===== src/fvc_pkg.sv =====
// ----------------------------------------------------------------------------
// fvc_pkg
// shared constants, types and the angle table of the flow color pipeline
// ----------------------------------------------------------------------------
package fvc_pkg;

    localparam int PRESHIFT     = 20;
    localparam int CORDIC_STEPS = 16;
    localparam int ZW           = 20;      // signed angle accumulator width
    localparam int QUARTER_TURN = 98304;   // angle units per quarter turn
    localparam int HUE_BITS     = 11;      // 0..1535, 256 per sector
    localparam int SAT_BITS     = 11;      // q1.10, 0..1024
    localparam int SAT_FRAC     = 10;
    localparam int SAT_ONE      = 1024;
    localparam int VW           = 19;      // q1.18 color value width
    localparam int ONE_Q18      = 262144;
    localparam int MAXM_BITS    = 16;
    localparam int MAXM_RESET   = 800;

    typedef enum logic [2:0] {
        SEC_RED_YEL = 3'd0,
        SEC_YEL_GRN = 3'd1,
        SEC_GRN_CYN = 3'd2,
        SEC_CYN_BLU = 3'd3,
        SEC_BLU_MAG = 3'd4,
        SEC_MAG_RED = 3'd5
    } t_sector;

    // arctangent of 2^-i in units of 393216 per turn
    function automatic logic [15:0] atan_step(input int i);
        logic [15:0] v;
        unique case (i)
            0:  v = 16'd49152;
            1:  v = 16'd29016;
            2:  v = 16'd15331;
            3:  v = 16'd7782;
            4:  v = 16'd3906;
            5:  v = 16'd1955;
            6:  v = 16'd978;
            7:  v = 16'd489;
            8:  v = 16'd244;
            9:  v = 16'd122;
            10: v = 16'd61;
            11: v = 16'd31;
            12: v = 16'd15;
            13: v = 16'd8;
            14: v = 16'd4;
            15: v = 16'd2;
            default: v = 16'd0;
        endcase
        return v;
    endfunction

endpackage


===== src/fvc_sqrt.sv =====
// ----------------------------------------------------------------------------
// fvc_sqrt
// integer square root, one root bit per stage
// ----------------------------------------------------------------------------
module fvc_sqrt #(
    parameter int FB = 16,
    parameter int SW = 11
) (
    input  logic              i_clk,
    input  logic              i_rst_n,
    input  logic              i_en,
    input  logic              i_valid,
    input  logic [2*FB-1:0]   i_n,
    input  logic [SW-1:0]     i_side,
    output logic              o_valid,
    output logic [FB-1:0]     o_root,
    output logic [SW-1:0]     o_side
);
    import fvc_pkg::*;

    localparam int RW = 2 * FB + 1;

    logic [RW-1:0] r_rem  [0:FB];
    logic [FB-1:0] r_root [0:FB];
    logic [SW-1:0] r_side [0:FB];
    logic          r_v    [0:FB];

    always_comb begin
        r_rem[0]  = RW'(i_n);
        r_root[0] = '0;
        r_side[0] = i_side;
        r_v[0]    = i_valid;
    end

    for (genvar k = 0; k < FB; k++) begin : g_bit
        localparam int B = FB - 1 - k;
        logic [RW-1:0] trial;
        // candidate increment of the square when root bit B is set
        assign trial = (RW'(r_root[k]) << (B + 1)) + (RW'(1) << (2 * B));

        always_ff @(posedge i_clk) begin
            if (!i_rst_n) begin
                r_v[k+1] <= 1'b0;
            end else if (i_en) begin
                r_v[k+1] <= r_v[k];
            end
        end

        always_ff @(posedge i_clk) begin
            if (i_en) begin
                if (r_rem[k] >= trial) begin
                    r_rem[k+1]  <= r_rem[k] - trial;
                    r_root[k+1] <= r_root[k] | (FB'(1) << B);
                end else begin
                    r_rem[k+1]  <= r_rem[k];
                    r_root[k+1] <= r_root[k];
                end
                r_side[k+1] <= r_side[k];
            end
        end
    end

    assign o_valid = r_v[FB];
    assign o_root  = r_root[FB];
    assign o_side  = r_side[FB];

endmodule


===== config.mk =====
export PLATFORM = sky130hd
export DESIGN_NAME = fvc_sqrt
export DESIGN_NICKNAME = d
export VERILOG_FILES = /design/src/fvc_pkg.sv /design/src/fvc_sqrt.sv
export SDC_FILE = /design/constraint.sdc
export NUM_CORES = 1
export LEC_CHECK = 0
export BUFFER_PORTS_ARGS = -buffer_cell sky130_fd_sc_hd__buf_2
export CORE_MARGIN = 3
export CORE_UTILIZATION = 30
export CTS_CLUSTER_SIZE = 40
export DETAILED_ROUTE_END_ITERATION = 7
export GPL_TIMING_DRIVEN = 1
export PLACE_DENSITY_LB_ADDON = 0.15
export SETUP_SLACK_MARGIN = 0.5
export SYNTH_ARGS = -nofsm -noshare
export SYNTH_HDL_FRONTEND = slang
export SYNTH_SLANG_ARGS = --single-unit

===== constraint.sdc =====
create_clock -name i_clk -period 8.55 [get_ports i_clk]
set_input_delay 1.71 -clock i_clk [delete_from_list [all_inputs] [get_ports i_clk]]
set_output_delay 1.71 -clock i_clk [all_outputs]
set_load 0.01 [all_outputs]

Yosys cells after proc, flatten, opt, wreduce, memory -nomap -nowiden. Cells that the tools add are included.

Logic and storage cells: 141. Register bits: 943. Output and inout port bits: 28. Bits of input ports: 47.

Mux-type cells: 16. $lt $le $gt $ge: 16. Add/sub/neg operators: 30.

Operators with widths (number): 33-bit 2-to-1 mux (14); 33-bit by 18-bit greater-or-equal comparator with 1-bit output (1); 33-bit by 19-bit greater-or-equal comparator with 1-bit output (1); 33-bit by 20-bit greater-or-equal comparator with 1-bit output (1); 33-bit by 21-bit greater-or-equal comparator with 1-bit output (1); 33-bit by 22-bit greater-or-equal comparator with 1-bit output (1); 33-bit by 23-bit greater-or-equal comparator with 1-bit output (1); 33-bit by 24-bit greater-or-equal comparator with 1-bit output (1); 33-bit by 25-bit greater-or-equal comparator with 1-bit output (1); 33-bit by 26-bit greater-or-equal comparator with 1-bit output (1); 33-bit by 27-bit greater-or-equal comparator with 1-bit output (1); 33-bit by 28-bit greater-or-equal comparator with 1-bit output (1); 33-bit by 29-bit greater-or-equal comparator with 1-bit output (1); 33-bit by 30-bit greater-or-equal comparator with 1-bit output (1); 33-bit by 31-bit greater-or-equal comparator with 1-bit output (1); 33-bit by 32-bit greater-or-equal comparator with 1-bit output (1); 32-bit by 31-bit subtractor with 33-bit output, second input constant (1); 33-bit by 19-bit subtractor with 33-bit output (1); 33-bit by 20-bit subtractor with 33-bit output (1); 33-bit by 21-bit subtractor with 33-bit output (1); 33-bit by 22-bit subtractor with 33-bit output (1); 33-bit by 23-bit subtractor with 33-bit output (1); 33-bit by 24-bit subtractor with 33-bit output (1); 33-bit by 25-bit subtractor with 33-bit output (1); other kinds (25) (25).

Logic depth before layout (Yosys ltp).
Depth after elaboration: 3. Depth in mapped cells: 12. Depth with buffers taken out: 10.

Worst setup path before layout. OpenSTA, ideal clock, no wires.

Path kind: input to register. Start: input port i_n[31]. End: register r_rem[526] (netlist bit) (data pin). Arrival: 2.673 ns. Path slack: 5.607 ns. Required time: 8.280 ns. Path buffers: 0. Cell stages on the path: 6. Path through: inv_1 ha_1 nor4b_1 nand4_1 o21ai_0 a21oi_1.

Cells in the longest elaborated chain, start to end: 2. Elaborated cells on any way between the ends: 3. Those cells by class: add/sub (1); order compare (1); mux (1).

Ends and longest elaborated chain: from (decl) (line fvc_sqrt.sv:13) `input logic [2*FB-1:0] i_n,`; 32-bit by 31-bit subtractor with 33-bit output / 32-bit by 31-bit greater-or-equal comparator with 1-bit output (equally long branches) (line fvc_sqrt.sv:52, fvc_sqrt.sv:51); 32-bit 2-to-1 mux * (line fvc_sqrt.sv:51) `if (r_rem[k] >= trial) begin`; to (signal, indexed assignment) (line fvc_sqrt.sv:52) `r_rem[k+1] <= r_rem[k] - trial;`; to (signal, indexed assignment) (line fvc_sqrt.sv:55) `r_rem[k+1] <= r_rem[k];`; to (decl) (line fvc_sqrt.sv:23) `logic [RW-1:0] r_rem [0:FB];`.

Every way passes the cells marked *; elsewhere a longest branch is shown, timed or not. A chain may end at the register's enable or synchronous reset.

Worst setup path after layout.
Start: register r_rem[247] (netlist bit). End: register r_rem[219] (netlist bit) (data pin).

Cells in the longest elaborated chain, start to end: 2. Elaborated cells on any way between the ends: 3. Those cells by class: add/sub (1); order compare (1); mux (1).

Ends and longest elaborated chain (line): 33-bit by 24-bit subtractor with 33-bit output / 33-bit by 24-bit greater-or-equal comparator with 1-bit output (equally long branches) (fvc_sqrt.sv:52, fvc_sqrt.sv:51); 33-bit 2-to-1 mux * (fvc_sqrt.sv:51).

Marks and branches as above.

==> metrics.yaml <==
grt_max_degree: 189
ys_ff_latch: 823
power_density_mw_per_mm2: 251
fp.dieArea_sq_mm: 0.124
initial_utilization: 0.303
rsz0062_at_grt: "no"
clkTransAtPathRegs_ns: 0.06
cts_max_level: 3
ys_seq_area_frac: 0.684
grt_util_all_layers: 0.112
yosys_warnings: 0
n_antenna_cell: 0
io_pins: 75
synthCells: 2546
async_flop_share: 0
power_switching_mw: 2.64
grt_pass1_vias: 21100
synth_area_sq_mm: 0.0359
synth_edf_count: 807
synth_nets: 2743
die_w_um: 352
comb_power_share: 0.122
fillers: 11200
setup_ws_ns: 4.82
fin_tns_setup_ns: 0
antenna_left: 0
drc: 0
setup_viol: 0
synth_cell_types: 82
critical_path_required_ns: 8.96
wl_per_cell_um: 16.1
rows: 126
cts_tree: "built"
synth_top_cell_area_share: 0.675
clkPwrFrac: 0.378
peakVddDrop_uv: 171
grt_pass1_wl_um: 112000
hold_viol: 0
crit_type: "register to register"
cts_hold_buf: 0
drive_above_1_share: 0.104
stdcell_count: 4352
crit_path_max_incr_delay_ns: 0.83
overflow: 0
avgSynthCellArea_sq_um: 14.1
leakage_nw: 15.0
outcome: "complete, no violations"
post-route-cell-area_sq_mm: 0.0413
cp_top_family: "compound AO/OA/AOI/OAI gates"
internal-power_mw: 7.73
dr.pass1.iters: 5
clock_sinks: 823
dp.cells: 4182
postCtsResizedCells: 0
cts_setup_buffers: 0
end_kind: "register"
critPathLaunchType: "register"
clock_skew_ns: 0.0375
maxCapViolCount: 0
vias_per_cell: 4.61
hp-class: "register to register"
antenna_found_initial: 0
die_y_um: 352
fmax_mhz: 268
vias: 20000
fin_nets: 2877
slowest_stage: "nor2_1"
finalCritPeriodShare: 0.436
p_sw_frac: 0.255
cp_cell_sequence: "ha_1 -> nor3_1 -> a211oi_1 -> a41oi_1 -> o41ai_1 -> a2111o_1 -> nor2_1 -> mux2_2"
yosysTopAreaCell: "edfxtp_1"
sequentialPowerShare: 0.500
period_minus_slack_ns: 3.73
wirelength_um: 69900
place_hpwl_um: 49600
placed_cell_area_sq_mm: 0.0382
post-place-ws_ns: 4.42
gp_congestion: 0.909
port_buffers: 74
syn_to_final_growth_pct: 14.9
ys.flop_type: "edfxtp_1"
cts_buffer_depth: 3
drtIter0Drc: 1098
cts_root_buf: "clkbuf_16"
total_power_mw: 10.4
slew_violations: 0
relSlewSlack: 0.220
cp_max_fo: 12
cp_num_buf_inv: 0
rrSetupSlack_ns: 4.82
coreArea_sq_mm: 0.118
worst_pin_slew_ns: 1.17
synthTopCellsByArea: "edfxtp_1 67%, ha_1 5.2%, xnor2_1 3.0%, xor2_1 2.0%, inv_1 1.9%"
clk_latency_ns: 0.69
numCtsBuffers: 96
arrival_ns: 4.14
-- per-stage QoR --
step           utilization  hold slack, ns
2_1_floorplan            -           0.400
3_3_place_gp         0.322           0.400
3_5_place_dp         0.322           0.405
4_1_cts              0.348           0.403
5_1_grt              0.348           0.419
6_report             0.348           0.396
-- area by class of cell --
class	instances	area (sq um)	share of cell area
Clock buffer	103	2430	0.0589
Clock inverter	67	651	0.0158
Inverter	188	706	0.0171
Multi-Input combinational cell	1485	10400	0.252
Sequential cell	823	24600	0.595
Tap cell	1600	2000	0.0485
Timing Repair Buffer	86	508	0.0123
-- power by group through the flow --
stage	Combinational, mW	Clock (mW)	Sequential [mW]
after global routing	1.43	4.27	5.23
after floorplan	0.923	0	5.17
final	1.26	3.92	5.19
after detailed placement	1.27	0	5.27
after global placement	1.25	0	5.27
after CTS	1.28	4.09	5.19
-- worst paths after layout --
check	start	end	cells past startpoint
worst max-delay path	r_rem[247]	r_rem[219]	8
worst min-delay path	r_side[55]	r_side[44]	0
worst max register to register	r_rem[247]	r_rem[219]	8
worst min register to register	r_side[55]	r_side[44]	0
-- cell usage after synthesis, types with 4 or more instances --
cell type,n
a2111o_1,4
a211o_1,8
a211oi_1,11
a21boi_0,10
a21o_1,34
a21oi_1,114
a221o_1,4
a31oi_1,13
and2_1,11
and3_1,11
and4_1,10
buf_4,13
clkbuf_1,32
dfxtp_1,16
edfxtp_1,807
ha_1,150
inv_1,185
mux2_2,25
mux2i_1,24
nand2_1,117
nand2b_1,30
nand3_1,39
nand4_1,28
nand4b_1,8
nor2_1,154
nor2b_1,38
nor3_1,71
nor4_1,71
nor4b_1,15
o211ai_1,8
o21a_1,29
o21ai_0,79
o21ai_1,12
o21bai_1,11
o31a_1,4
o31ai_1,18
o41ai_1,4
or2_2,10
or3_1,34
or4_1,14
xnor2_1,121
xor2_1,84
-- routing by layer --
metal	GRT usage	part of all wire	vias to the layer above
met5	0	0	-
met4	0.0601	0.053	0
met3	0.0226	0.035	208
met2	0.215	0.54	370
met1	0.114	0.37	9629
li1	-	-	9836
-- state kept, by name (all words and copies together) (netlist names) --
name and count:
r_v 15, r_rem 495, r_side 165, o_valid 1
o_side 11, r_root 120, o_root 16
-- kinds of logic after synthesis --
kind of cell | share of synthesized area
buffers and inverters | 0.0263
AOI/OAI and AO/OA | 0.0719
DFF | 0.684
muxes | 0.0145
xor gates and xnor gates | 0.0500
and+or+nand+nor | 0.101
adders and majority gates | 0.0523
-- cell usage in the layout (no fill, tap or decap), drive strengths merged, types with 16 or more instances in the layout --
| master | count |
|---|---|
| buf | 86 |
| dfxtp | 16 |
| nand4 | 28 |
| mux2i | 24 |
| xor2 | 84 |
| clkinv | 53 |
| xnor2 | 121 |
| nor2b | 38 |
| nor4b | 16 |
| mux2 | 25 |
| ha | 150 |
| a21oi | 114 |
| nand2 | 117 |
| nand3 | 39 |
| nor4 | 71 |
| nor2 | 155 |
| a21o | 34 |
| o21ai | 91 |
| or3 | 35 |
| clkbuf | 103 |
| edfxtp | 807 |
| inv | 192 |
| nand2b | 30 |
| o31ai | 18 |
| o21a | 29 |
| nor3 | 71 |
No activity file was read; power rests on OpenSTA's default activity.
