`src/fvc_pkg.sv`:
```
// ----------------------------------------------------------------------------
// fvc_pkg
// shared constants, types and the angle table of the flow color pipeline
// ----------------------------------------------------------------------------
package fvc_pkg;

    localparam int PRESHIFT     = 20;
    localparam int CORDIC_STEPS = 16;
    localparam int ZW           = 20;      // signed angle accumulator width
    localparam int QUARTER_TURN = 98304;   // angle units per quarter turn
    localparam int HUE_BITS     = 11;      // 0..1535, 256 per sector
    localparam int SAT_BITS     = 11;      // q1.10, 0..1024
    localparam int SAT_FRAC     = 10;
    localparam int SAT_ONE      = 1024;
    localparam int VW           = 19;      // q1.18 color value width
    localparam int ONE_Q18      = 262144;
    localparam int MAXM_BITS    = 16;
    localparam int MAXM_RESET   = 800;

    typedef enum logic [2:0] {
        SEC_RED_YEL = 3'd0,
        SEC_YEL_GRN = 3'd1,
        SEC_GRN_CYN = 3'd2,
        SEC_CYN_BLU = 3'd3,
        SEC_BLU_MAG = 3'd4,
        SEC_MAG_RED = 3'd5
    } t_sector;

    // arctangent of 2^-i in units of 393216 per turn
    function automatic logic [15:0] atan_step(input int i);
        logic [15:0] v;
        unique case (i)
            0:  v = 16'd49152;
            1:  v = 16'd29016;
            2:  v = 16'd15331;
            3:  v = 16'd7782;
            4:  v = 16'd3906;
            5:  v = 16'd1955;
            6:  v = 16'd978;
            7:  v = 16'd489;
            8:  v = 16'd244;
            9:  v = 16'd122;
            10: v = 16'd61;
            11: v = 16'd31;
            12: v = 16'd15;
            13: v = 16'd8;
            14: v = 16'd4;
            15: v = 16'd2;
            default: v = 16'd0;
        endcase
        return v;
    endfunction

endpackage

```
`src/fvc_sat.sv`:
```
// ----------------------------------------------------------------------------
// fvc_sat
// saturation = min(1, magnitude / max), restoring division one bit per stage
// ----------------------------------------------------------------------------
module fvc_sat #(
    parameter int FB = 16,
    parameter int SW = 11
) (
    input  logic                            i_clk,
    input  logic                            i_rst_n,
    input  logic                            i_en,
    input  logic                            i_valid,
    input  logic [FB-1:0]                   i_mag,
    input  logic [fvc_pkg::MAXM_BITS-1:0]   i_maxm,
    input  logic [SW-1:0]                   i_side,
    output logic                            o_valid,
    output logic [fvc_pkg::SAT_BITS-1:0]    o_sat,
    output logic [SW-1:0]                   o_side
);
    import fvc_pkg::*;

    localparam int MW = (FB > MAXM_BITS) ? FB : MAXM_BITS;
    localparam int NQ = SAT_FRAC;

    logic [MAXM_BITS-1:0] maxm;
    logic [MAXM_BITS-1:0] r_rem  [0:NQ];
    logic [NQ-1:0]        r_quo  [0:NQ];
    logic                 r_full [0:NQ];
    logic [SW-1:0]        r_side [0:NQ];
    logic                 r_v    [0:NQ];

    // a zero maximum behaves as one
    assign maxm = (i_maxm == '0) ? MAXM_BITS'(1) : i_maxm;

    always_ff @(posedge i_clk) begin
        if (!i_rst_n) begin
            r_v[0] <= 1'b0;
        end else if (i_en) begin
            r_v[0] <= i_valid;
        end
    end

    always_ff @(posedge i_clk) begin
        if (i_en) begin
            r_full[0] <= MW'(i_mag) >= MW'(maxm);
            r_rem[0]  <= (MW'(i_mag) >= MW'(maxm)) ? '0 : MAXM_BITS'(i_mag);
            r_quo[0]  <= '0;
            r_side[0] <= i_side;
        end
    end

    for (genvar k = 0; k < NQ; k++) begin : g_div
        logic [MAXM_BITS:0] dbl;
        assign dbl = {r_rem[k], 1'b0};

        always_ff @(posedge i_clk) begin
            if (!i_rst_n) begin
                r_v[k+1] <= 1'b0;
            end else if (i_en) begin
                r_v[k+1] <= r_v[k];
            end
        end

        always_ff @(posedge i_clk) begin
            if (i_en) begin
                if (dbl >= {1'b0, maxm}) begin
                    r_rem[k+1] <= MAXM_BITS'(dbl - {1'b0, maxm});
                    r_quo[k+1] <= {r_quo[k][NQ-2:0], 1'b1};
                end else begin
                    r_rem[k+1] <= dbl[MAXM_BITS-1:0];
                    r_quo[k+1] <= {r_quo[k][NQ-2:0], 1'b0};
                end
                r_full[k+1] <= r_full[k];
                r_side[k+1] <= r_side[k];
            end
        end
    end

    assign o_valid = r_v[NQ];
    assign o_sat   = r_full[NQ] ? SAT_BITS'(SAT_ONE) : {1'b0, r_quo[NQ]};
    assign o_side  = r_side[NQ];

endmodule

```
`config.mk`:
```
export PLATFORM = sky130hd
export DESIGN_NAME = fvc_sat
export DESIGN_NICKNAME = d
export VERILOG_FILES = /design/src/fvc_pkg.sv /design/src/fvc_sat.sv
export SDC_FILE = /design/constraint.sdc
export NUM_CORES = 1
export LEC_CHECK = 0
export BUFFER_PORTS_ARGS = -buffer_cell sky130_fd_sc_hd__buf_2
export CORE_AREA = 2 2 272 274
export CTS_CLUSTER_SIZE = 40
export DETAILED_ROUTE_END_ITERATION = 7
export DIE_AREA = 0 0 274 276
export PLACE_DENSITY_LB_ADDON = 0.05
export REMOVE_ABC_BUFFERS = 1
export SYNTH_ARGS = -nofsm -noshare
export SYNTH_HDL_FRONTEND = slang
export SYNTH_SLANG_ARGS = --single-unit
```
`constraint.sdc`:
```
create_clock -name i_clk -period 4.5 [get_ports i_clk]
set_input_delay 0.675 -clock i_clk [delete_from_list [all_inputs] [get_ports i_clk]]
set_output_delay 0.675 -clock i_clk [all_outputs]
set_load 0.005 [all_outputs]
```
# ---- Word-level counts from Yosys, hierarchy flattened
# Memories as Yosys holds them, arrays and structs flattened.
# Cells that the tools add are included.
dict set report totals {
  ram_bits 429
  elab_cells 157
  ff_bits 0
  memories 5
}
dict set report classes {
  add_sub_neg 10
  magnitude_cmp 11
  reduce_logical 1
  muxes 99
  bitwise_logic 31
}
# memory depth word_bits read_ports rd_clocked_by_memory_dff wr line_no
set mem_list {}
lappend mem_list {r_rem 11 16 10 0 11 fvc_sat.sv:26} ;# logic [MAXM_BITS-1:0] r_rem [0:NQ];
lappend mem_list {r_side 11 11 11 0 11 fvc_sat.sv:29} ;# logic [SW-1:0] r_side [0:NQ];
lappend mem_list {r_quo 11 10 11 0 11 fvc_sat.sv:27} ;# logic [NQ-1:0] r_quo [0:NQ];
lappend mem_list {r_full 11 1 11 0 11 fvc_sat.sv:28} ;# logic r_full [0:NQ];
lappend mem_list {r_v 11 1 11 0 11 fvc_sat.sv:30} ;# logic r_v [0:NQ];
# op n
set ops {}
lappend ops {{16-bit two-way mux} 12}
lappend ops {{17-bit by 16-bit greater-or-equal comparator with 1-bit output} 10}
lappend ops {{16-bit subtractor} 10}
lappend ops {{10-bit two-way mux} 10}
lappend ops {{1-bit two-way mux} 76}
lappend ops {{1-bit OR} 31}
lappend ops {{16-bit greater-or-equal comparator} 1}
lappend ops {{16-bit zero test} 1}
lappend ops {{11-bit two-way mux} 1}

# ---- Logic depth before layout (Yosys ltp)
dict set report depth {
  depth_word 7
  ltp_mapped 14
}

# ---- Worst setup path after synthesis
# OpenSTA, ideal clock, no wires.
dict set report synth_timing {
  kind {input-to-reg}
  from {input i_maxm[14] in the netlist's numbering}
  to {memory r_rem[0][10], data pin}
  setup_ns 0.269
  slack_ns 0.311
  path_buffers 2
  stages 14
  required_ns 4.231
  arrival_ns 3.920
  cell_sequence {nor3_2 > a41oi_4 > inv_4 > buf_2 > ha_1 > nand2b_1 > a21o_1 > a21o_1 > a21oi_1 > nor2b_1 > o21ai_0 > a2111oi_0 > clkbuf_1 > nor3b_1}
}
# item line_no
set synth_lines {}
lappend synth_lines {{start: declaration} fvc_sat.sv:14} ;# input logic [fvc_pkg::MAXM_BITS-1:0] i_maxm,
lappend synth_lines {{end: declaration} fvc_sat.sv:26}

==> results <==
- The reported leakage power is 0.00899 uW.
- In this design, the stage delay of the slowest critical-path cell is 480 ps.
- In this run the worst setup path begins at i_maxm[1].
- The post-synthesis cell count is 1,593.
- The data arrival time at the worst-slack endpoint is 3970 ps.
- The area overhead of the layout relative to synthesis is 16.3%.
- The leading area contributor after synthesis is edfxtp_1.
- The maximum fanout count along the critical path is 5.
- The worst hold endpoint is r_side[0][10]$_DFFE_PP_.
- The die is 274 microns wide.
- The number of buffers created by CTS is 47.
- Routability-driven placement finished with a final weighted congestion of 0.800.
- The region available for standard cell placement spans 72,600 sq um.
- Dividing the detail-routed via count by the number of cells gives 4.76.
- The startpoint identified for the worst register-to-register timing path is r_rem[3][6]$_DFFE_PP_.
- The first routing iteration left 901 violations.
- TritonCTS built the clock tree.
- The worst-path cell with the longest stage delay is fa_1.
- During synthesis, Yosys emitted a total of 0 warnings.
- In the final routed layout, each cell accounts on average for 19.4 microns.
- Buffers added to address setup during post-CTS repair amount to 0.
- For the worst-skew pair, the clock arrives at the later sink with an insertion delay of 590 ps.
- The worst clock skew is 21.5 ps.
- The share of the yosys chip area belonging to registers is 0.530.
- The clock passes through at most 3 buffers.
- Entering global routing, the biggest net connects 160 pins.
- The area fraction of the dominant cell type after synthesis is 0.527.
- The main flop type after synthesis is edfxtp_1.
- Row generation in the floorplan step produced 99 rows.
- The floorplan step defined a die boundary enclosing 75,600 sq um.
- The via count of the first global-routing pass is 13,200.
- The per-instance average area after synthesis is 12.7 sq um.
- The hold path startpoint is i_side[10].
- For flop-to-flop paths, the worst setup slack is 950 ps.
- The maximum resistive drop on vdd is 0.316 mV.
- For this run, design rule violations remaining after detail routing come to 0.
- The flip-flop and latch count after synthesis is 358.
- The number of nets with antenna violations after routing is 0.
- The worst max-slew margin expressed relative to the limit is 0.224.
- The nature of the critical path endpoint is a flop.
- The mapped netlist covers 20,200 sq um.
- The tool flagged a number of max-cap violations equal to 0.
- Detailed routing inserted a total of 12,900 vias.
- The tightest min-delay check is of the in -> reg type.
- The post-route minimum period is 3640 ps.
- During I/O placement, the number of pins put on the boundary was 70.
- The number of cells on the worst reg-to-reg path is 8.
- The slew at the pin closest to its max-slew limit is 1160 ps.
- By area the synthesized netlist is led by edfxtp_1, ha_1, mux2_2.
- The type of the worst setup path is in -> reg.
- The die outline height is 276 microns.
- Counting instances, the worst hold path has a depth of 1.
- Static timing analysis puts the maximum clock frequency at 0.274 GHz.
- Summed over all layers, the routed wires come to 52.6 mm.
- The commonest cells after synthesis are edfxtp_1, ha_1, a21oi_1.
- Final hold analysis gives a worst-case slack of 261 ps.
- After clock tree synthesis, the clock-pin slew on the worst setup and hold paths is 60 ps.
- The starting density of the core is 0.279.
- The first-pass iteration count of the detailed router is 5.
- The worst setup path is launched from an input pin.
- Counting stages on the worst path, the most repeated cell is o41ai_1.
- The total number of H-tree levels is 2.
- The worst reg2reg path endpoint is r_rem[4][2]$_DFFE_PP_.
- The share of the cycle needed by the critical path after routing is 0.810.
- For this run, the total global-route usage over all layers was measured as 0.140.
- Traced cell by cell, the critical path runs through buf_2 -> nor4_4 -> a41oi_4 -> fa_1 -> a21o_1 -> a211oi_1 -> nor2_1 -> o41ai_1 -> buf_4 -> o311ai_0 -> o41ai_1 -> xnor2_1 -> mux2_4.
- The count of input and output buffers is 69.
- The CTS sink count is 358.
- Among all cell types in the netlist, the one instantiated most often is edfxtp_1.
- Measured on the finished design, the core utilization comes to 0.324.
- The first global-routing pass estimated 80.8 mm of wire.
- The data required time of the worst path is 4830 ps.
- Of all flip-flops after synthesis, the portion carrying an async set or reset was 0.
- Summed over all layers, the global routing overflow is 0.
- Yosys mapped the design onto 74 distinct sky130hd cell types.
- The layout filler cell count is 7,314.
- Setup repair after global routing left no endpoint under its margin.
- The flow ran to the end, and the final reports show no timing, DRC or antenna violations.
- The HPWL after detailed placement is 37.0 mm.
- The area used by multi-input combinational logic is 9200 sq um.
- The repair_antennas step left the layout with diodes totalling 0.
- The count of final max-slew check failures came to 0.
- The instance area at placement is 22,100 sq um.
- The hold buffer count at CTS is 0.
- The number of enable flip-flop cells after synthesis is 355.
- The clock tree root buffer cell is clkbuf_16.
- The number of gates resized after cts is 0.
- The net count of the finished layout is 1,956.
- The fraction of final layout cells sized beyond drive strength 1 is 0.186.
- The number of hold violations in the final report came to 0.
- The post-layout instance area is 23,600 sq um.
- The initial antenna violation count was 1.
- For this design the ratio of total power to cell area is 601 nW/um^2.
- In the final layout, flip-flops and latches occupy 10,700 sq um.
- Setup violations remaining at the end of the flow were counted as 0.
sequential cells by signal (all words and copies together), names as in the netlist:
register  flops
r_side      121
r_v          11
r_rem       160
r_quo        55
r_full       11
layer usage:
| layer | share of wire | global-route usage | wire length [microns] |
|---|---|---|---|
| met5 | 0 | 0 | 0 |
| met4 | 0.032 | 0.0510 | 1700 |
| met3 | 0.033 | 0.0213 | 1730 |
| met2 | 0.47 | 0.228 | 24700 |
| met1 | 0.47 | 0.187 | 24500 |
layout by cell type (no fill, tap or decap), types with 47 or more instances in the layout:
cell type    n
clkbuf_16   47
ha_1       175
buf_2       68
xnor2_1     73
mux2_2      98
nor2_1     108
a21oi_1    116
nand2_1     84
edfxtp_1   355
o21ai_0     47
worst max-delay path: cells and delay by family:
kind	cells	cell delay (ps)
fa+ha+maj	1	480
simple gates	2	470
buf+inv	2	320
compound gates	6	1660
mux	1	270
xor+xnor	1	110
report_power, final:
part           switching, uW  internal [uW]  total (uW)  leakage [uW]
Combinational           2810           2630        5440       0.00479
Clock                   1510           2090        3600      0.000702
Sequential               423           4680        5110       0.00350
Total                   4740           9400       14100       0.00899
worst max path at each step:
stage          depth (start not counted)  slack (ps)                     end
2_1_floorplan                         10       -2140  r_rem[8][11]$_DFFE_PP_
3_3_place_gp                          13         290  r_rem[9][14]$_DFFE_PP_
3_5_place_dp                          13         310  r_rem[3][14]$_DFFE_PP_
4_1_cts                                8         820   r_rem[4][2]$_DFFE_PP_
5_1_grt                               13         610  r_rem[1][14]$_DFFE_PP_
6_report                              13         860  r_rem[1][14]$_DFFE_PP_
through the flow:
stage / setup WS [ps] / total power [uW] / TNS [ps] / cells
6_report: 857 / 14100 / 0 / 2718
5_1_grt: 615 / 15200 / 0 / 2718
4_1_cts: 824 / 14400 / 0 / 2718
3_5_place_dp: 307 / 10700 / 0 / 2635
3_3_place_gp: 294 / 10700 / 0 / 2635
2_1_floorplan: -2140 / 9170 / -41660 / 1557
kinds of logic (layout without fill, tap and decap cells):
logic type	count (synthesis)	in the layout	share of synthesized area
AO/OA/AOI/OAI	338	338	0.113
XOR/XNOR	111	111	0.0480
adder cells (fa/ha/maj)	184	184	0.117
buffers and inverters	80	246	0.0169
flip-flops	358	358	0.530
multiplexers	133	133	0.0758
AND/OR/NAND/NOR	389	389	0.0993
layout make-up:
| type | instances | share of cell area |
|---|---|---|
| clock buffer | 56 | 0.0514 |
| clock inverter | 27 | 0.0102 |
| inverter | 44 | 0.00712 |
| multi-input combinational | 1155 | 0.390 |
| sequential | 358 | 0.455 |
| tap | 959 | 0.0509 |
| timing repair buffer | 119 | 0.0347 |
(Power assumes the default switching activity.)
