## config.mk

```make
export PLATFORM = sky130hd
export DESIGN_NAME = fvc_cordic
export DESIGN_NICKNAME = d
export VERILOG_FILES = /design/src/fvc_pkg.sv /design/src/fvc_cordic.sv
export SDC_FILE = /design/constraint.sdc
export NUM_CORES = 2
export LEC_CHECK = 0
export BUFFER_PORTS_ARGS = -buffer_cell sky130_fd_sc_hd__buf_2
export CAP_MARGIN = 20
export CORE_ASPECT_RATIO = 1.1
export CORE_MARGIN = 2
export CORE_UTILIZATION = 50
export DETAILED_ROUTE_END_ITERATION = 8
export PLACE_DENSITY = 0.68
export SYNTH_ARGS = -nofsm -noshare
export SYNTH_HDL_FRONTEND = slang
export SYNTH_SLANG_ARGS = --single-unit
```

## constraint.sdc

```tcl
create_clock -name i_clk -period 7.7 [get_ports i_clk]
set_input_delay 1.54 -clock i_clk [delete_from_list [all_inputs] [get_ports i_clk]]
set_output_delay 1.54 -clock i_clk [all_outputs]
set_load 0.1 [all_outputs]
```

## src/fvc_pkg.sv

```systemverilog
// ----------------------------------------------------------------------------
// fvc_pkg
// shared constants, types and the angle table of the flow color pipeline
// ----------------------------------------------------------------------------
package fvc_pkg;

    localparam int PRESHIFT     = 20;
    localparam int CORDIC_STEPS = 16;
    localparam int ZW           = 20;      // signed angle accumulator width
    localparam int QUARTER_TURN = 98304;   // angle units per quarter turn
    localparam int HUE_BITS     = 11;      // 0..1535, 256 per sector
    localparam int SAT_BITS     = 11;      // q1.10, 0..1024
    localparam int SAT_FRAC     = 10;
    localparam int SAT_ONE      = 1024;
    localparam int VW           = 19;      // q1.18 color value width
    localparam int ONE_Q18      = 262144;
    localparam int MAXM_BITS    = 16;
    localparam int MAXM_RESET   = 800;

    typedef enum logic [2:0] {
        SEC_RED_YEL = 3'd0,
        SEC_YEL_GRN = 3'd1,
        SEC_GRN_CYN = 3'd2,
        SEC_CYN_BLU = 3'd3,
        SEC_BLU_MAG = 3'd4,
        SEC_MAG_RED = 3'd5
    } t_sector;

    // arctangent of 2^-i in units of 393216 per turn
    function automatic logic [15:0] atan_step(input int i);
        logic [15:0] v;
        unique case (i)
            0:  v = 16'd49152;
            1:  v = 16'd29016;
            2:  v = 16'd15331;
            3:  v = 16'd7782;
            4:  v = 16'd3906;
            5:  v = 16'd1955;
            6:  v = 16'd978;
            7:  v = 16'd489;
            8:  v = 16'd244;
            9:  v = 16'd122;
            10: v = 16'd61;
            11: v = 16'd31;
            12: v = 16'd15;
            13: v = 16'd8;
            14: v = 16'd4;
            15: v = 16'd2;
            default: v = 16'd0;
        endcase
        return v;
    endfunction

endpackage

```

## src/fvc_cordic.sv

```systemverilog
// ----------------------------------------------------------------------------
// fvc_cordic
// quadrant fold and sixteen cordic vectoring stages giving the hue
// ----------------------------------------------------------------------------
module fvc_cordic #(
    parameter int FB = 16,
    parameter int SW = 32
) (
    input  logic                                i_clk,
    input  logic                                i_rst_n,
    input  logic                                i_en,
    input  logic                                i_valid,
    input  logic signed [FB-1:0]                i_x,
    input  logic signed [FB-1:0]                i_y,
    input  logic [SW-1:0]                       i_side,
    output logic                                o_valid,
    output logic [fvc_pkg::HUE_BITS-1:0]        o_hue,
    output logic [SW-1:0]                       o_side
);
    import fvc_pkg::*;

    localparam int CW = FB + PRESHIFT + 3;
    localparam int NS = CORDIC_STEPS;

    logic signed [CW-1:0] xe, ye, fa, fb;
    logic [1:0]           fq;

    logic signed [CW-1:0] r_a [0:NS];
    logic signed [CW-1:0] r_b [0:NS];
    logic signed [ZW-1:0] r_z [0:NS];
    logic [1:0]           r_q [0:NS];
    logic [SW-1:0]        r_side [0:NS];
    logic                 r_v [0:NS];

    logic [16:0]          zc;
    logic [18:0]          hfull;
    logic                 r_ov;
    logic [HUE_BITS-1:0]  r_hue;
    logic [SW-1:0]        r_oside;

    assign xe = {{(CW-FB){i_x[FB-1]}}, i_x};
    assign ye = {{(CW-FB){i_y[FB-1]}}, i_y};

    // fold into the first quadrant by whole quarter turns
    always_comb begin
        priority if (!i_y[FB-1] && !i_x[FB-1] && (i_x != '0)) begin
            fq = 2'd0; fa = xe;  fb = ye;
        end else if ((i_x[FB-1] || i_x == '0) && !i_y[FB-1] && (i_y != '0)) begin
            fq = 2'd1; fa = ye;  fb = -xe;
        end else if (i_x[FB-1] && (i_y[FB-1] || i_y == '0)) begin
            fq = 2'd2; fa = -xe; fb = -ye;
        end else begin
            fq = 2'd3; fa = -ye; fb = xe;
        end
    end

    always_ff @(posedge i_clk) begin
        if (!i_rst_n) begin
            r_v[0] <= 1'b0;
        end else if (i_en) begin
            r_v[0] <= i_valid;
        end
    end

    always_ff @(posedge i_clk) begin
        if (i_en) begin
            r_a[0]    <= fa <<< PRESHIFT;
            r_b[0]    <= fb <<< PRESHIFT;
            r_z[0]    <= '0;
            r_q[0]    <= fq;
            r_side[0] <= i_side;
        end
    end

    for (genvar i = 0; i < NS; i++) begin : g_step
        logic signed [ZW-1:0] ang;
        assign ang = $signed({{(ZW-16){1'b0}}, atan_step(i)});

        always_ff @(posedge i_clk) begin
            if (!i_rst_n) begin
                r_v[i+1] <= 1'b0;
            end else if (i_en) begin
                r_v[i+1] <= r_v[i];
            end
        end

        always_ff @(posedge i_clk) begin
            if (i_en) begin
                if (!r_b[i][CW-1]) begin
                    r_a[i+1] <= r_a[i] + (r_b[i] >>> i);
                    r_b[i+1] <= r_b[i] - (r_a[i] >>> i);
                    r_z[i+1] <= r_z[i] + ang;
                end else begin
                    r_a[i+1] <= r_a[i] - (r_b[i] >>> i);
                    r_b[i+1] <= r_b[i] + (r_a[i] >>> i);
                    r_z[i+1] <= r_z[i] - ang;
                end
                r_q[i+1]    <= r_q[i];
                r_side[i+1] <= r_side[i];
            end
        end
    end

    // clamp residue into one quarter turn
    always_comb begin
        priority if (r_z[NS][ZW-1]) begin
            zc = '0;
        end else if (r_z[NS] > ZW'(QUARTER_TURN - 1)) begin
            zc = 17'(QUARTER_TURN - 1);
        end else begin
            zc = r_z[NS][16:0];
        end
        hfull = 19'(r_q[NS]) * 19'(QUARTER_TURN) + 19'(zc);
    end

    always_ff @(posedge i_clk) begin
        if (!i_rst_n) begin
            r_ov <= 1'b0;
        end else if (i_en) begin
            r_ov <= r_v[NS];
        end
    end

    always_ff @(posedge i_clk) begin
        if (i_en) begin
            r_hue   <= hfull[18:8];
            r_oside <= r_side[NS];
        end
    end

    assign o_valid = r_ov;
    assign o_hue   = r_hue;
    assign o_side  = r_oside;

endmodule

```

* After elaboration in Yosys (flattened, before gate mapping) *
Memory sizes are Yosys's and may differ from the RTL's. A register that Yosys moved wholly into a read port is not among the register bits.
Index checks and enable logic that the tools add are counted.

storage, ports and cells
  bits in registers = 11
  bits in writable memories = 2261
  input port bits = 68
  output and inout port bits = 44
  word-level logic and storage cells = 363
  memories = 6

memories
  name    depth  width  rd ports  clocked after Yosys merged registers in  wr ports  RTL line          RTL
  r_a     17     39     16        0                                        17        fvc_cordic.sv:28  logic signed [CW-1:0] r_a [0:NS];
  r_b     17     39     16        0                                        17        fvc_cordic.sv:29  logic signed [CW-1:0] r_b [0:NS];
  r_side  17     32     17        1                                        17        fvc_cordic.sv:32  logic [SW-1:0] r_side [0:NS];
  r_z     17     20     17        0                                        17        fvc_cordic.sv:30  logic signed [ZW-1:0] r_z [0:NS];
  r_q     17     2      17        0                                        17        fvc_cordic.sv:31  logic [1:0] r_q [0:NS];
  r_v     17     1      17        1                                        17        fvc_cordic.sv:33  logic r_v [0:NS];

operators by class
  add/subtract/negate cells = 98
  multiply operators = 1
  order comparisons = 1
  mux-type cells = 177
  bitwise gates (word level) = 65
  reductions and logical operators = 14

operator list
  cell              count
  $mux 39           32
  $mux 20           16
  $mux 1            119
  $mux 19           6
  $add 39x24->39    2
  $add 39x25->39    2
  $add 39x26->39    2
  $add 39x27->39    2
  $add 39x28->39    2
  $add 39x29->39    2
  $add 39x30->39    2
  $add 39x31->39    2
  $add 39x32->39    2
  $add 39x33->39    2
  $add 39x34->39    2
  $add 39x35->39    2
  $add 39x36->39    2
  $add 39x37->39    2
  $add 39x38->39    2
  $sub 39x24->39    2
  $sub 39x25->39    2
  $sub 39x26->39    2
  $sub 39x27->39    2
  $sub 39x28->39    2
  54 further kinds  143

* Logic depth before layout (Yosys ltp) *
  depth in word-level cells = 6
  gate-level depth with buffers = 23

* Worst setup path after synthesis *
Ideal clock, no wire load.

  kind = input -> register
  start point = input port i_en
  end point = memory r_a[11][38] (netlist bit) (data pin)
  setup time = 0.264 ns
  arrival time = 5.807 ns
  data required time = 7.436 ns
  setup slack = 1.629 ns
  stages on the path = 19
  path through = buf_2 -> buf_2 -> clkbuf_1 -> nand2_1 -> clkinv_1 -> clkbuf_1 -> nor2_1 -> xnor2_1 -> ha_1 -> a21o_1 -> or4_1 -> o21ai_0 -> o31ai_1 -> a21oi_1 -> o21bai_1 -> o41ai_2 -> o21ai_0 -> a221oi_1 -> xnor2_1

RTL lines
  item                RTL line          RTL
  start: declaration  fvc_cordic.sv:11  input logic i_en,
  end: declaration    fvc_cordic.sv:28

==> results.yml <==
outcome:
  status: "complete, no violations"
cells_and_area:
  final-seq-area_sq_mm: 0.0554
  drive_above_1_share: 0.0496
  fin_area_sq_mm: 0.136
  multi_input_area_sq_mm: 0.0674
  n_fill_cell: 21400
  final_nets: 13500
  area_delta_synth_final_pct: 8.70
detailed_routing:
  drc: 0
  viasPerCell: 5.91
  ant_nets: 0
  vias: 92100
  drt_wl_total_microns: 331000
  wl_per_cell_microns: 21.2
  first_pass_iters: 9
  drt_iter0_drc: 6813
synthesis:
  synth_edf_count: 1842
  ys_warn_count: 0
  synth_nets: 13300
  avgSynthCellArea_sq_um: 10.4
  synthesis.area_sq_mm: 0.126
  async_reset_ff_frac: 0
  synth_seq_cells: 1844
  synth_flop_cell: "edfxtp_1"
  synth_cell_types: 96
  seq_area_frac_synth: 0.441
  synth_cells: 12000
setup_path:
  critPathTopFamily: "simple AND/OR/NAND/NOR gates"
  max_stage_delay_ns: 0.57
  r2r_slack_ns: 1.69
  required_ns: 8.29
  rr_worst_depth: 21
  r2r_end: "r_a[7][36]"
  critPathCaptureType: "register"
  crit_chain: "or3_1 > nor2_1 > nand2_1 > nor4_1 > nand3b_1 > nor3_1 > inv_1 > nor4_1 > nor2_1 > xnor2_1 > ha_1 > and2_1 > or2_2 > a21o_1 > a21o_1 > a21o_1 > a21oi_1 > o31ai_4 > a21o_1 > a21oi_1 > xnor2_1"
  critPathArrivalTime_ns: 6.61
  crit_path_top_delay_cell: "or3_1"
  rr_startpoint: "r_b[6][8]"
  cp_common_cell: "a21o_1"
  cp-start-kind: "register"
  path_buf_inv: 1
  worst-setup-path-type: "reg2reg"
  path_max_fanout: 8
run:
  maxCapViolCount: 0
min_path:
  worstHoldEndpoint: "r_side[11][24]"
  min_path_cells: 0
  hp-start: "r_side[10][24]"
  hp-class: "reg2reg"
sta:
  fmax_mhz: 166
  final.setup.worst_slack_ns: 1.69
  rsz0062_at_grt: "false"
  worst_slew_pin_slew_ns: 1.11
  finalSetupViolations: 0
  skew_ns: 0.0592
  fin_crit_ns: 6.01
  setup_tns_ns: 0
  drv_slew: 0
  slew-limit-headroom: 0.261
  finalCritPeriodShare: 0.781
  final-hold-violation-count: 0
global_route:
  grt_pass1_wl_microns: 512000
  grt_overflow: 0
  antenna_found_initial: 16
  grt_pass1_vias: 89900
  grt_max_degree: 165
  track_usage: 0.254
floorplanning:
  die_w_microns: 482
  start_util: 0.504
  fp-row-count: 192
  die_h_microns: 529
  pin_count: 112
  core_area_sq_mm: 0.249
  dieArea_sq_mm: 0.255
place:
  placed_cell_area_sq_mm: 0.130
  dpl_worst_slack_ns: 1.01
  place_congestion: 0.981
  io_buffers: 111
  dpl.hpwl_microns: 260000
clock_network:
  post_cts_buffers: 0
  cts_max_level: 4
  clk_latency_ns: 0.88
  post_cts_resized: 0
  cts.root.buffer_cell: "clkbuf_16"
  cts_sinks: 1844
  clk_pin_slew_worst_paths_ns: 0.06
  cts_buffers: 203
  clk_path_buf_depth: 4
  cts_tree: "done"
  ctsHoldBuffers: 0
==> worst max-delay path by stage <==
stage	start	end	slack [ns]	cells after the start
floorplan	i_en	r_a[11][38]	1.63	19
global placement	i_en	r_b[7][37]	1.05	18
detailed placement	i_en	r_b[7][37]	1.01	18
CTS	r_b[6][8]	r_a[7][36]	1.76	21
global route	r_b[6][8]	r_a[7][36]	1.33	21
finish	r_b[6][8]	r_a[7][36]	1.69	21
==> per-stage QoR <==
| stage | instances | utilization | hold slack (ns) |
|---|---|---|---|
| floorplan | 12000 | - | 0.400 |
| global placement | 15200 | 0.521 | 0.400 |
| detailed placement | 15200 | 0.521 | 0.405 |
| CTS | 15600 | 0.548 | 0.368 |
| global route | 15600 | 0.548 | 0.376 |
| finish | 15600 | 0.548 | 0.382 |
==> flip-flops by register name, indices dropped and copies added, names as in the netlist <==
name and cells:
r_side 544, r_b 478, r_a 463, r_z 264, r_q 34, o_side 32, r_v 17, o_hue 11
o_valid 1
==> area by class of cell <==
cell class                 instances  area share
timing repair buffer             195     0.00926
sequential                      1844       0.406
clock inverter                   120     0.00971
antenna                            2   0.0000367
tap                             3298      0.0302
multi-input combinational       9424       0.494
inverter                         480      0.0132
clock buffer                     235      0.0381
==> Yosys cell counts (17+ instances only) <==
cell type / number / area (sq um)
nor3b_1: 28 / 210
inv_1: 474 / 1780
o31ai_1: 169 / 1270
a31oi_1: 102 / 638
buf_1: 27 / 101
o21a_1: 152 / 1140
nor3_1: 287 / 1440
nor2b_1: 172 / 1080
clkbuf_1: 229 / 860
xor2_1: 611 / 5350
xnor2_1: 1035 / 9060
a21o_1: 489 / 3670
o211ai_1: 54 / 405
or2_2: 48 / 300
o21ai_0: 685 / 3430
a21oi_1: 1046 / 5240
a211oi_1: 81 / 608
mux2i_1: 37 / 370
a221o_1: 18 / 180
a21boi_0: 62 / 465
nor4_1: 99 / 619
o41ai_1: 72 / 631
and4_1: 18 / 158
or4_1: 45 / 338
nand4_1: 63 / 394
edfxtp_1: 1842 / 55300
fa_1: 37 / 741
nand3b_1: 29 / 218
nand2_1: 737 / 2770
o21bai_1: 129 / 968
a2111oi_0: 20 / 175
mux2_2: 22 / 248
ha_1: 1202 / 15000
nor2_1: 887 / 3330
or3_1: 93 / 582
and3_1: 123 / 769
and2_1: 62 / 388
a31o_2: 22 / 193
o2111ai_1: 17 / 149
nand3_1: 191 / 956
o31a_1: 28 / 245
a41oi_1: 22 / 193
nand2b_1: 205 / 1280
==> worst reg2reg max path, delay by kind of cell (launching register included) <==
kind / cells / cell delay [ns]
flip-flops: 1 / 0.56
AND/OR/NAND/NOR: 10 / 3.16
AO/OA/AOI/OAI: 7 / 1.28
buffers and inverters: 1 / 0.12
XOR/XNOR: 2 / 0.23
adder cells (fa/ha/maj): 1 / 0.41
==> logic make-up (layout without fill, tap and decap cells) <==
family / Yosys count / in the layout / share of synthesized area
AOI/OAI and AO/OA: 3342 / 3342 / 0.169
xor gates and xnor gates: 1646 / 1646 / 0.115
adders and majority gates: 1239 / 1239 / 0.126
buffers and inverters: 744 / 1030 / 0.0223
DFF: 1844 / 1844 / 0.441
muxes: 59 / 59 / 0.00492
other: 0 / 2 / 0
and+or+nand+nor: 3138 / 3138 / 0.122
==> cell usage in the layout (no fill, tap or decap), drive strengths merged, types with 50 or more instances in the layout <==
master	instances
edfxtp	1842
ha	1202
a21oi	1046
xnor2	1035
nor2	887
nand2	738
o21ai	689
xor2	611
a21o	489
inv	484
nor3	287
clkbuf	235
nand2b	205
buf	195
nand3	191
nor2b	172
o31ai	171
o21a	152
o21bai	129
and3	123
a31oi	102
nor4	101
or3	93
a211oi	81
o41ai	81
clkinv	72
nand4	63
and2	63
a21boi	62
o211ai	55
or2	50
or4	50
==> routing by layer <==
layer,part of all wire,GRT usage,vias to the layer above
li1,-,-,44900
met1,0.42,0.316,44500
met2,0.49,0.446,2213
met3,0.043,0.0257,577
met4,0.047,0.110,6
met5,0.00012,0,-
Power is not shown: default switching activity piles up to over one toggle a cycle in this logic, so the estimate is an artifact.
